File: src/hw/rtl/msc_pkg.sv
// Shared constants, codes and types of the mean shift clustering block.
`timescale 1ns / 1ps
`default_nettype none
package msc_pkg;

  localparam int unsigned MAX_POINTS_DEF   = 64;
  localparam int unsigned MAX_CLUSTERS_DEF = 64;
  localparam int unsigned COORD_WIDTH_DEF  = 16;

  localparam int unsigned CFG_W     = 15;
  localparam int unsigned CFG_IDX_W = 2;
  localparam int unsigned ITER_W    = 8;
  localparam int unsigned OUT_IDX_W = 6;
  localparam int unsigned OUT_CNT_W = 7;
  localparam int unsigned SQ_W      = 2 * CFG_W;

  localparam logic [CFG_W-1:0]  RESET_RADIUS    = CFG_W'(256);
  localparam logic [CFG_W-1:0]  RESET_THRESHOLD = CFG_W'(26);
  localparam logic [ITER_W-1:0] RESET_MAX_ITER  = ITER_W'(100);
  localparam logic [CFG_W-1:0]  RESET_MIN_DIST  = CFG_W'(26);

  typedef enum logic [CFG_IDX_W-1:0] {
    CFG_RADIUS    = 2'd0,
    CFG_THRESHOLD = 2'd1,
    CFG_MAX_ITER  = 2'd2,
    CFG_MIN_DIST  = 2'd3
  } cfg_idx_e;

  typedef enum logic [3:0] {
    ST_LOAD,
    ST_INIT,
    ST_CAP,
    ST_SCAN,
    ST_DIV,
    ST_SHIFT,
    ST_SWAIT,
    ST_MATCH,
    ST_PLACE,
    ST_EMIT
  } state_e;

  typedef struct packed {
    logic busy;
    logic vld;
  } unit_sts_t;

endpackage
`default_nettype wire

File: src/hw/rtl/msc_dist.sv
// Two-stage squared Euclidean distance unit for 3-D points.
`timescale 1ns / 1ps
`default_nettype none
module msc_dist #(
  parameter int unsigned CW = msc_pkg::COORD_WIDTH_DEF,
  localparam int unsigned PW = 3 * CW,
  localparam int unsigned MW = CW + 1,
  localparam int unsigned QW = 2 * MW,
  localparam int unsigned DW = QW + 2
) (
  input  wire logic              clk_i,
  input  wire logic              rst_ni,
  input  wire logic              vld_i,
  input  wire logic [PW-1:0]     a_i,
  input  wire logic [PW-1:0]     b_i,
  output msc_pkg::unit_sts_t     sts_o,
  output logic      [DW-1:0]     d2_o,
  output logic      [PW-1:0]     a_o
);

  logic [QW-1:0] sq_d [3];
  logic [QW-1:0] sq_q [3];
  logic [PW-1:0] a1_q;
  logic          v1_q;
  logic          v2_q;

  always_comb begin
    logic signed [MW-1:0] diff;
    logic        [MW-1:0] mag;
    for (int k = 0; k < 3; k++) begin
      diff = MW'($signed(a_i[k*CW +: CW])) - MW'($signed(b_i[k*CW +: CW]));
      mag  = diff[MW-1] ? MW'(-diff) : MW'(diff);
      sq_d[k] = QW'(mag) * QW'(mag);
    end
  end

  always_ff @(posedge clk_i or negedge rst_ni) begin
    if (!rst_ni) begin
      v1_q <= 1'b0;
      v2_q <= 1'b0;
    end else begin
      v1_q <= vld_i;
      v2_q <= v1_q;
    end
  end

  always_ff @(posedge clk_i) begin
    for (int k = 0; k < 3; k++) begin
      sq_q[k] <= sq_d[k];
    end
    a1_q <= a_i;
    d2_o <= DW'(sq_q[0]) + DW'(sq_q[1]) + DW'(sq_q[2]);
    a_o  <= a1_q;
  end

  assign sts_o.busy = v1_q | v2_q;
  assign sts_o.vld  = v2_q;

endmodule
`default_nettype wire

File: config.mk
export PLATFORM = sky130hd
export DESIGN_NAME = msc_dist
export DESIGN_NICKNAME = d
export VERILOG_FILES = /design/src/hw/rtl/msc_pkg.sv /design/src/hw/rtl/msc_dist.sv
export SDC_FILE = /design/constraint.sdc
export NUM_CORES = 2
export LEC_CHECK = 0
export BUFFER_PORTS_ARGS = -buffer_cell sky130_fd_sc_hd__buf_4
export CAP_MARGIN = 20
export CORE_MARGIN = 2
export CORE_UTILIZATION = 60
export CTS_CLUSTER_DIAMETER = 60
export DETAILED_ROUTE_END_ITERATION = 7
export GPL_TIMING_DRIVEN = 0
export PLACE_DENSITY = 0.88
export SETUP_SLACK_MARGIN = 0.05
export SYNTH_ARGS = -nofsm -noshare
export SYNTH_HDL_FRONTEND = slang
export SYNTH_SLANG_ARGS = --single-unit
File: constraint.sdc
create_clock -name clk_i -period 15.46 [get_ports clk_i]
set_clock_uncertainty 0.05 [all_clocks]
set_input_delay 3.092 -clock clk_i [delete_from_list [all_inputs] [get_ports clk_i]]
set_output_delay 3.092 -clock clk_i [all_outputs]
set_load 0.01 [all_outputs]
==> summary.md <==
| Metric | Value |
|---|---|
| Min Tclk post-route | 13.77 ns |
| CTS Buf Count | 28 |
| Slew Viols, Final | 0 |
| Mean Syn Cell Area | 9.03 um^2 |
| # resized after CTS | 0 |
| TNS Setup | 0 ns |
| Clock transition at path regs | 0.06 ns |
| Main flop type after synthesis | dfxtp_1 |
| Fin crit share | 89.1% |
| HP Class | reg -> reg |
| Number of global-route vias before repair | 28400 |
| Critical-path top delay cell | xor2_1 |
| Final setup viols | 0 |
| Die width | 246 um |
| Post-route antenna net violation count | 0 |
| # DRC | 0 |
| FMAX | 72.6 MHz |
| Arrival time at the worst endpoint | 14.15 ns |
| Maxcap violations | 0 |
| Total core area | 0.0577 mm^2 |
| Io pins | 185 |
| Commonest cells after routing, fill and taps aside | inv_1, fa_1, ha_1, nor2_1, nand2_1 |
| H-tree Lvls | 1 |
| Most used cell, CP | fa_1 |
| Routed wire per std cell | 16.7 um |
| CTS tree | built |
| Worst hold slack | 0.274 ns |
| Routed vias/inst | 5.52 |
| Total die area | 0.0603 mm^2 |
| DP Wirelength | 67900 um |
| Final nets | 5236 |
| Commonest non-fill, non-tap cell in the layout | inv_1 |
| GRT overflow | 0 |
| Clk_lat worst skew | 0.59 ns |
| Via count | 27100 |
| First-pass GRT wire length | 136000 um |
| Largest net degree at the start of global routing | 14 |
| Unrepaired setup endpoints after global routing | false |
| Multi-input gate area | 0.0268 mm^2 |
| Final Hold Fails | 0 |
| Post-Route WL | 81900 um |
| Warnings from Yosys | 0 |
| 1st-pass router iterations | 6 |
| FF+latch count, synth | 233 |
| Die height | 246 um |
| Run status | complete, no violations |
| DR iter-0 viols | 1874 |
| Startpoint Class | input port |
| Register area share after synthesis | 13.3% |
| Tot GR Track Use | 27.8% |
| Placer congestion estimate | 0.971 |
| Starting density of the core | 60.7% |
| Data required time of the worst path | 15.84 ns |
| Number of flops mapped to enable cells by yosys | 0 |
| Setup bufs post-CTS | 0 |
| Synth cell types | 88 |
| Worst-path fanout max | 10 |
| Final Worst Setup Slack | 1.69 ns |
| Hold buffers post-CTS | 0 |
| Cell Area, Synth | 0.0350 mm^2 |
| Clock root buffer | clkbuf_16 |
| Critical path type | in -> reg |
| Sink Count | 233 |
| CP peak stage delay | 1.00 ns |
| Input/output buffers | 184 |
| Layout cell share with drive strength beyond 1 | 7.01% |
| Family with the most delay on the worst path | adder cells |
| Worst-Margin Slew | 1.29 ns |
| Slew headroom | 14.0% |
| CP endpoint kind | flip-flop |
| WP buf/inv | 9 |
| Fill cell count | 4425 |
| Register area | 0.00467 mm^2 |
| Post-synthesis cell count | 3877 |
| Synth async-reset ratio | 0.858% |
| Area grow syn2layout | 9.70% |
| Clock tree buffer depth | 3 |
| Core Rows | 88 |
| Initial antenna violation count | 6 |
| DP Worst Slack | 1.41 ns |
==> through the flow <==
stage	cells	utilization (%)	cell area [um^2]
after global placement	4859	65.0	37500
after global routing	4915	66.6	38400
after detailed placement	4861	65.0	37500
after CTS	4913	66.5	38400
after floorplan	3910	-	35100
final	4918	66.6	38400
==> sequential cells by signal (all words and copies together) (netlist names) <==
name and cells:
d2_o 36, a_o 48, a1_q 48, v1_q 1, sq_q 99, v2_q 1
==> area by class of cell <==
cell class / instances / area share, %
Multi-Input combinational cell: 2707 / 69.8
Clock buffer: 37 / 2.05
Sequential cell: 233 / 12.2
Buffer: 72 / 0.752
Clock inverter: 15 / 0.254
Timing Repair Buffer: 188 / 3.71
Antenna cell: 3 / 0.0195
Tap cell: 765 / 2.49
Inverter: 898 / 8.77
==> synth_stat cells (9+ instances only) <==
master	count	area share (%)
a21oi_1	151	2.2
o21bai_1	16	0.34
nand4_1	14	0.25
o21a_1	48	1.0
nand2b_1	37	0.66
nor3b_1	9	0.19
nor3_1	45	0.64
nand3_1	32	0.46
xor2_1	75	1.9
dfxtp_1	231	13
o31a_1	13	0.33
o31ai_1	12	0.26
fa_1	576	33
xnor2_1	147	3.7
nand2_1	274	2.9
a211o_1	10	0.25
and2_1	25	0.45
clkinv_1	15	0.16
a2111oi_0	11	0.28
a31oi_1	15	0.27
ha_1	433	15
and3_1	24	0.43
a211oi_1	14	0.30
o21ai_0	98	1.4
nor2_1	308	3.3
clkbuf_1	63	0.68
nor4_1	9	0.16
or2_2	23	0.41
or3_1	24	0.43
a21o_1	71	1.5
nor2b_1	41	0.73
inv_1	882	9.5
==> per-layer routing <==
metal	vias to the layer above	routed length (um)	global-route usage (%)
li1	12600	-	-
met1	13200	31700	34.3
met2	1042	40400	47.8
met3	255	6600	5.93
met4	4	3150	10.7
met5	-	26	0
==> final timing paths <==
path | slack [ns] | end | cells past startpoint | startpoint
setup / recovery | 1.69 | sq_q[0][31] | 36 | a_i[0]
hold / removal | 0.27 | a_o[42] | 0 | a1_q[42]
setup reg to reg | 8.97 | d2_o[33] | 22 | sq_q[0][3]
hold reg to reg | 0.27 | a_o[42] | 0 | a1_q[42]
max in group asynchronous | 13.03 | v2_q | 1 | rst_ni
min in group asynchronous | 2.24 | v1_q | 1 | rst_ni
==> cells by family (layout without fill, tap and decap cells) <==
| logic type | count (synthesis) | count (layout) | share of synthesized area, % |
|---|---|---|---|
| flip-flops | 233 | 233 | 13.3 |
| other | 2 | 38 | 0.0214 |
| AO/OA/AOI/OAI | 535 | 535 | 10.1 |
| XOR/XNOR | 223 | 223 | 5.60 |
| AND/OR/NAND/NOR | 899 | 899 | 11.9 |
| multiplexers | 6 | 6 | 0.179 |
| adder cells (fa/ha/maj) | 1009 | 1009 | 48.4 |
| buffers and inverters | 970 | 1210 | 10.5 |
Power is not shown: default switching activity piles up to over one toggle a cycle in this logic, so the estimate is an artifact.
