$ cat src/hw/rtl/msc_pkg.sv
// Shared constants, codes and types of the mean shift clustering block.
`timescale 1ns / 1ps
`default_nettype none
package msc_pkg;

  localparam int unsigned MAX_POINTS_DEF   = 64;
  localparam int unsigned MAX_CLUSTERS_DEF = 64;
  localparam int unsigned COORD_WIDTH_DEF  = 16;

  localparam int unsigned CFG_W     = 15;
  localparam int unsigned CFG_IDX_W = 2;
  localparam int unsigned ITER_W    = 8;
  localparam int unsigned OUT_IDX_W = 6;
  localparam int unsigned OUT_CNT_W = 7;
  localparam int unsigned SQ_W      = 2 * CFG_W;

  localparam logic [CFG_W-1:0]  RESET_RADIUS    = CFG_W'(256);
  localparam logic [CFG_W-1:0]  RESET_THRESHOLD = CFG_W'(26);
  localparam logic [ITER_W-1:0] RESET_MAX_ITER  = ITER_W'(100);
  localparam logic [CFG_W-1:0]  RESET_MIN_DIST  = CFG_W'(26);

  typedef enum logic [CFG_IDX_W-1:0] {
    CFG_RADIUS    = 2'd0,
    CFG_THRESHOLD = 2'd1,
    CFG_MAX_ITER  = 2'd2,
    CFG_MIN_DIST  = 2'd3
  } cfg_idx_e;

  typedef enum logic [3:0] {
    ST_LOAD,
    ST_INIT,
    ST_CAP,
    ST_SCAN,
    ST_DIV,
    ST_SHIFT,
    ST_SWAIT,
    ST_MATCH,
    ST_PLACE,
    ST_EMIT
  } state_e;

  typedef struct packed {
    logic busy;
    logic vld;
  } unit_sts_t;

endpackage
`default_nettype wire

$ cat src/hw/rtl/msc_div.sv
// Serial restoring divider for unsigned magnitudes, one quotient bit per cycle.
`timescale 1ns / 1ps
`default_nettype none
module msc_div #(
  parameter int unsigned NW = 23,
  parameter int unsigned VW = 7,
  localparam int unsigned CNTW = $clog2(NW + 1)
) (
  input  wire logic          clk_i,
  input  wire logic          rst_ni,
  input  wire logic          start_i,
  input  wire logic [NW-1:0] dividend_i,
  input  wire logic [VW-1:0] divisor_i,
  output msc_pkg::unit_sts_t sts_o,
  output logic      [NW-1:0] quot_o
);

  logic [NW-1:0]   q_q;
  logic [VW-1:0]   r_q;
  logic [VW-1:0]   d_q;
  logic [CNTW-1:0] cnt_q;
  logic            busy_q;
  logic            done_q;
  logic [VW:0]     rs;
  logic            ge;

  assign rs = {r_q, q_q[NW-1]};
  assign ge = (rs >= {1'b0, d_q});

  always_ff @(posedge clk_i or negedge rst_ni) begin
    if (!rst_ni) begin
      busy_q <= 1'b0;
      done_q <= 1'b0;
      cnt_q  <= '0;
    end else begin
      done_q <= busy_q && (cnt_q == CNTW'(1));
      if (start_i) begin
        busy_q <= 1'b1;
        cnt_q  <= CNTW'(NW);
      end else if (busy_q) begin
        cnt_q <= cnt_q - CNTW'(1);
        if (cnt_q == CNTW'(1)) begin
          busy_q <= 1'b0;
        end
      end
    end
  end

  always_ff @(posedge clk_i) begin
    if (start_i) begin
      q_q <= dividend_i;
      r_q <= '0;
      d_q <= divisor_i;
    end else if (busy_q) begin
      r_q <= ge ? VW'(rs - {1'b0, d_q}) : rs[VW-1:0];
      q_q <= {q_q[NW-2:0], ge};
    end
  end

  assign quot_o     = q_q;
  assign sts_o.busy = busy_q;
  assign sts_o.vld  = done_q;

endmodule
`default_nettype wire
$ cat config.mk
export PLATFORM = sky130hd
export DESIGN_NAME = msc_div
export DESIGN_NICKNAME = d
export VERILOG_FILES = /design/src/hw/rtl/msc_pkg.sv /design/src/hw/rtl/msc_div.sv
export SDC_FILE = /design/constraint.sdc
export NUM_CORES = 1
export LEC_CHECK = 0
export BUFFER_PORTS_ARGS = -buffer_cell sky130_fd_sc_hd__buf_4
export CAP_MARGIN = 0
export CORE_ASPECT_RATIO = 1.25
export CORE_MARGIN = 4
export CORE_UTILIZATION = 37
export DETAILED_ROUTE_END_ITERATION = 16
export GPL_TIMING_DRIVEN = 0
export PLACE_DENSITY = 0.6
export SYNTH_ARGS = -nofsm -noshare
export SYNTH_HDL_FRONTEND = slang
export SYNTH_SLANG_ARGS = --single-unit
export TNS_END_PERCENT = 1
$ cat constraint.sdc
create_clock -name clk_i -period 2.2 [get_ports clk_i]
set_input_delay 0.33 -clock clk_i [delete_from_list [all_inputs] [get_ports clk_i]]
set_output_delay 0.33 -clock clk_i [all_outputs]
set_load 0.01 [all_outputs]
==> summary.txt, run 1 <==
Outcome
  – Status: complete, no violations

Synthesis
  – Unique masters post-synth: 47
  – Mux contribution to synthesized area: 0.109
  – #FFs+latches synth: 44
  – Synth Area in Compound Gates: 0.129
  – Post-Syn Area: 2370 sq um
  – Combinational family with the most area after synthesis: compound AO/OA/AOI/OAI gates
  – Synth Area in XOR/XNOR: 0.0185
  – Most used DFF post-synth: edfxtp_1
  – Syn_area_per_cell: around 12 sq um
  – Syn nets: 240
  – Synth Area in Adders: 0.0560
  – Synth Instances: around 200
  – Ys Warns: 0
  – Post-synth EDFFs: 30
  – Register area share after synthesis: 0.513
  – Simple-gate portion of the synthesized area: 0.120
  – Post-synth ARST share: 0.159

Flow run
  – Maxcap violations: 0

Floorplan
  – Core Rows: 32
  – Core Box Area: 6210 sq um
  – Die outline height: a little under 100 um
  – Initial Util: 0.382
  – Die W: 79.6 um
  – Die area: between 7000 and 8000 sq um
  – IO Pins: 58

Hold path
  – Hold depth: 1
  – Hold path start: divisor_i[3]
  – Worst Hold Path EP: d_q[3]
  – Worst hold path class: in -> reg

Cells and area
  – Post-layout nets: around 310
  – Antenna Cells: 0
  – Layout cells sized above 1: 0.408
  – Layout area overhead: 29.1%

Timing
  – Fin crit period: 2140 ps
  – Max Clk Rate: around 470 MHz
  – Fin. Hold Viols: 0
  – Hold Worst Slack: around 200 ps
  – RSZ-0062 raised after global routing: true
  – Sum of negative setup slack: 0 ps
  – Slew headroom: 0.631
  – Final worst-path cycle share: 0.971
  – Worst Tran Pin Value: about 550 ps
  – Final Max Tran Viols: 0
  – Final setup fails: 0
  – Worst-case clock skew: between 7 and 8 ps

GRT
  – First-pass GRT wire length: 8420 um
  – Initial antenna violation count: 0
  – Vias in the first global route: around 1800
  – Largest net degree at the start of global routing: 24
  – Gr usage total: 0.136
  – Total grt overflow: 0

Worst setup path
  – Worst Setup Start Kind: flop
  – CP max FO: 9
  – Crit. Startpoint: d_q[5]
  – WP data arrival: ~2200 ps
  – RR Startpoint: d_q[5]
  – Register-to-Register Setup Slack: 60 ps
  – RR Endpoint: quot_o[0]
  – WS Path Type: reg -> reg
  – Critical Path RT: 2240 ps
  – Worst setup EP type: flop
  – Reg2Reg Depth: 7

Clock tree
  – Worst-path clk slew: around 90 ps
  – Worst-Skew Late Latency: a little under 300 ps
  – Total CTS buffers: 5
  – Clk buf depth: 2
  – CTS Root Cell: clkbuf_8
  – CTS tree: built
  – # H-tree levels: 2
  – Clock sink total: 44

Drt
  – Iter 0 DRT Violations: between 50 and 60
  – Final ANT Viol Nets: 0
  – Total wire length: 5080 um
  – Vias per inst: slightly below 5
  – Vias: about 1700
  – # DRC: 0
  – Drt pass-1 iters: 4
  – Drt wl/cell: 14.4 um

Power and ir drop
  – Power Density: a little over 800 nW/um^2
  – Tot Pwr: 2.53 mW
  – Peak supply drop: around 0.53 mV
  – Static leakage: between 1 and 1.5 nW

Placement
  – Placer Congestion: about 0.76
  – Post-DP HPWL: between 3000 and 4000 um
  – Port bufs: 57
-- cells in the mapped netlist, types with 2 or more instances --
library cell | count | area [sq um]
ha_1 | 9 | 113
nor2b_1 | 5 | 31.3
buf_4 | 3 | 22.5
mux2_2 | 22 | 248
o31ai_2 | 2 | 25.0
inv_1 | 13 | 48.8
xnor2_1 | 5 | 43.8
o21ai_1 | 2 | 10.0
a31oi_1 | 2 | 12.5
a311oi_2 | 2 | 30.0
dfrtp_1 | 7 | 175
dfxtp_1 | 7 | 140
nand4_1 | 2 | 12.5
nor2_1 | 12 | 45.0
or2_2 | 3 | 18.8
a41oi_1 | 4 | 35.0
clkbuf_1 | 8 | 30.0
nand2b_1 | 8 | 50.1
o21a_1 | 2 | 15.0
nand2_1 | 8 | 30.0
nor3b_1 | 7 | 52.6
and3_1 | 2 | 12.5
o21bai_1 | 3 | 22.5
o21ai_0 | 5 | 25.0
edfxtp_1 | 30 | 901
a21oi_1 | 2 | 10.0
buf_6 | 2 | 22.5
-- per-layer routing --
metal | GRT usage | vias to the layer above | routed length, um
met2 | 0.237 | 55 | 2520
li1 | - | 854 | -
met4 | 0.0357 | 0 | 57
met5 | 0 | - | 0
met3 | 0.0455 | 6 | 379
met1 | 0.156 | 810 | 2130
-- repair_timing --
item                       CTS  global route
setup buffers                1             4
setup endpoints to repair    4             6
resized for setup            1             4
hold endpoints to repair     7             0
pin swaps                    0             7
hold buffers                 1             0
-- power breakdown --
group          internal (mW)  total, mW  switching [mW]
clock network          0.221      0.502           0.281
logic                  0.476      0.929           0.453
registers               1.01       1.10          0.0843
-- cell families after synthesis --
group / count (synthesis)
compound gates: 36
fa+ha+maj: 10
flops: 44
xor+xnor: 5
simple gates: 52
mux: 23
buf+inv: 27
-- how the worst max path moves through the flow --
stage                            to  slack (ps)  cells after the start
final                     quot_o[0]          60                      7
after global routing      quot_o[0]         -10                      6
after CTS                    r_q[0]           6                      9
after detailed placement     r_q[0]         -40                      9
after global placement       r_q[0]         -20                      9
after floorplan              r_q[0]          30                      9
-- worst max-delay path, cell delays in order, from the launching register on --
cell	delay [ps]
edfxtp_1	370
inv_1	60
ha_1	210
buf_2	170
a21o_1	220
a211oi_4	440
and3_4	340
mux2i_1	80
-- layout make-up --
class                           instances  area (sq um)
Fill cell                             573          3150
Timing Repair Buffer                   63           475
Tap cell                               85           106
Multi-Input combinational cell        126          1060
Clock inverter                          2          11.3
Sequential cell                        44          1220
Inverter                               13          48.8
Clock buffer                            6          72.6
Buffer                                 13          68.8
-- sequential cells by signal (all words and copies together), names as in the netlist --
signal and flops:
done_q 1, quot_o 23, busy_q 1, d_q 7, r_q 7, cnt_q 5
-- stage by stage --
| stage | instances | area, sq um | worst slack (ps) | util |
|---|---|---|---|---|
| finish | 352 | 3060 | 64.4 | 0.493 |
| global route | 352 | 3060 | -13.6 | 0.493 |
| CTS | 349 | 3010 | 6.00 | 0.485 |
| detailed placement | 339 | 2910 | -41.0 | 0.468 |
| global placement | 339 | 2910 | -17.2 | 0.468 |
| floorplan | 197 | 2370 | 28.6 | - |
-- cell usage in the layout, fill, tap and decap left out, types with 7 or more instances in the layout --
cell type	count
nand2_1	8
dfrtp_1	7
nor2_1	12
dfxtp_1	7
buf_4	65
ha_1	8
inv_1	13
nand2b_1	7
nor3b_1	7
edfxtp_1	30
clkbuf_1	9
mux2_2	22
(Power assumes the default switching activity.)
==> run 2: changes to the inputs <==
--- a/config.mk
+++ b/config.mk
@@ -9,10 +9,11 @@
 export CAP_MARGIN = 0
 export CORE_ASPECT_RATIO = 1.25
 export CORE_MARGIN = 4
-export CORE_UTILIZATION = 37
+export CORE_UTILIZATION = 35
+export CTS_BUF_LIST = sky130_fd_sc_hd__clkbuf_4
 export DETAILED_ROUTE_END_ITERATION = 16
 export GPL_TIMING_DRIVEN = 0
-export PLACE_DENSITY = 0.6
+export PLACE_DENSITY = 0.57
 export SYNTH_ARGS = -nofsm -noshare
 export SYNTH_HDL_FRONTEND = slang
 export SYNTH_SLANG_ARGS = --single-unit
==> summary.txt, run 2 (synthesis gave the netlist of run 1 again) <==
Floorplan
  – Die W: 81.6 um (was 79.6 um)
  – IO Pins: 58 (unchanged)
  – Core Rows: 33 (was 32)
  – Die outline height: 100 um (was 97.5 um)
  – Initial Util: 0.361 (was 0.382)
  – Core Box Area: 6570 sq um (was 6210 sq um)
  – Die area: 8160 sq um (was 7760 sq um)

Worst setup path
  – Worst Setup Start Kind: flop (unchanged)
  – Register-to-Register Setup Slack: 100 ps (was 60 ps)
  – Critical Path RT: 2500 ps (was 2240 ps)
  – WS Path Type: reg -> reg (unchanged)
  – Worst setup EP type: flop (unchanged)
  – CP max FO: 6 (was 9)
  – WP data arrival: 2410 ps (was 2180 ps)
  – Reg2Reg Depth: 8 (was 7)

GRT
  – Total grt overflow: 0 (unchanged)
  – Vias in the first global route: 1839 (was 1837)
  – Largest net degree at the start of global routing: 24 (unchanged)
  – Initial antenna violation count: 0 (unchanged)
  – Gr usage total: 0.134 (was 0.136)
  – First-pass GRT wire length: 8420 um (unchanged)

Hold path
  – Hold depth: 1 (unchanged)
  – Worst hold path class: in -> reg (unchanged)

Clock tree
  – Clock sink total: 44 (unchanged)
  – Worst-Skew Late Latency: 370 ps (was 290 ps)
  – # H-tree levels: 2 (unchanged)
  – CTS tree: built (unchanged)
  – CTS Root Cell: clkbuf_4 (was clkbuf_8)
  – Worst-path clk slew: 150 ps (was 90 ps)
  – Clk buf depth: 2 (unchanged)
  – Total CTS buffers: 5 (unchanged)

Drt
  – Iter 0 DRT Violations: 70 (was 54)
  – Vias per inst: 4.93 (was 4.90)
  – Drt pass-1 iters: 4 (unchanged)
  – # DRC: 0 (unchanged)
  – Vias: 1746 (was 1725)
  – Drt wl/cell: 14.5 um (was 14.4 um)
  – Total wire length: 5130 um (was 5080 um)
  – Final ANT Viol Nets: 0 (unchanged)

Cells and area
  – Layout cells sized above 1: 0.412 (was 0.408)
  – Reg area: 1220 sq um (unchanged)
  – Fillcell total: 619 (was 573)
  – Post-layout nets: 309 (unchanged)
  – Post-route cell area: 3050 sq um (was 3060 sq um)
  – Antenna Cells: 0 (unchanged)
  – Layout area overhead: 28.8% (was 29.1%)
  – Max reg flops: 23 (unchanged)
  – Commonest non-fill, non-tap cells in the layout: 64 x buf_4, 30 x edfxtp_1, 22 x mux2_2, 12 x inv_1, 12 x nor2_1 (was 65 x buf_4, 30 x edfxtp_1, 22 x mux2_2, 13 x inv_1, 12 x nor2_1)
  – Footprint of the multi-input gates: 1050 sq um (was 1060 sq um)
  – Most common cell after layout, fill and taps aside: buf_4 (unchanged)

Placement
  – Placer Congestion: 0.797 (was 0.765)
  – Post-DP HPWL: 3790 um (was 3710 um)
  – Port bufs: 57 (unchanged)
  – Placed Area: 2910 sq um (about the same)

Flow run
  – Maxcap violations: 0 (unchanged)

Power and ir drop
  – Peak supply drop: 0.508 mV (was 0.530 mV)
  – Static leakage: 1.29 nW (about the same)
  – Tot Pwr: 2.59 mW (was 2.53 mW)
  – Power Density: 849 nW/um^2 (was 826 nW/um^2)

Timing
  – Max Clk Rate: 476 MHz (was 468 MHz)
  – Final worst-path cycle share: 0.956 (was 0.971)
  – Slew headroom: 0.634 (was 0.631)
  – Worst Tran Pin Value: 549 ps (was 554 ps)
  – Fin. Hold Viols: 0 (unchanged)
  – Final Max Tran Viols: 0 (unchanged)
  – Fin crit period: 2100 ps (was 2140 ps)
  – Worst-case clock skew: 10.6 ps (was 7.90 ps)
  – Final setup fails: 0 (unchanged)
  – RSZ-0062 raised after global routing: false (was true)
  – Sum of negative setup slack: 0 ps (unchanged)

Outcome
  – Status: complete, no violations (unchanged)
run 2: final cells by class:
class / instances / area share
flip-flops and latches: 44 / 0.399
multi-input cells: 126 / 0.344
repair buffers: 62 / 0.153
well taps: 87 / 0.0357
plain buffers: 14 / 0.0262
inverters: 13 / 0.0160
clock inverters: 3 / 0.0139
clock buffers: 5 / 0.0123
run 2: worst max-delay path, stage by stage, from the launching register on:
cell	delay, ps
edfxtp_1	440
ha_4	180
fa_2	340
nand2b_4	150
a211o_1	270
buf_6	120
and3_1	180
buf_6	130
a311oi_2	230
run 2: final timing paths:
path / start / to
max: d_q[0] / r_q[2]
min: divisor_i[6] / d_q[6]
max reg2reg: d_q[0] / r_q[2]
min reg2reg: r_q[1] / r_q[2]
max in group asynchronous: rst_ni / cnt_q[1]
min in group asynchronous: rst_ni / done_q
run 2: layer usage:
layer / up-vias / part of all wire / track usage
met3: 6 / 0.048 / 0.0332
met4: 0 / 0.017 / 0.0460
li1: 851 / - / -
met2: 45 / 0.52 / 0.232
met1: 844 / 0.41 / 0.159
met5: - / 0 / 0
run 2: what timing repair did:
item / in CTS / in global routing
hold buffers: 1 / 0
resized for setup: 4 / 1
cloned: 0 / 0
hold endpoints to repair: 7 / 0
buffers inserted: 2 / 2
setup endpoints to repair: 5 / 15
pin swaps: 2 / 4
run 2: report_power, final:
part | switching [mW] | leakage (nW) | internal [mW]
clock network | 0.295 | 0.0455 | 0.239
logic | 0.458 | 0.802 | 0.504
registers | 0.0827 | 0.446 | 1.01
run 2: stage by stage:
stage | hold WS (ps) | std cells | setup WS, ps | utilization
CTS | 118 | 352 | 15.1 | 0.462
detailed placement | 149 | 341 | -22.7 | 0.443
finish | 129 | 354 | 97.4 | 0.465
floorplan | 34.4 | 197 | 28.6 | -
global placement | 150 | 341 | 2.69 | 0.443
global route | 102 | 354 | 0.884 | 0.465
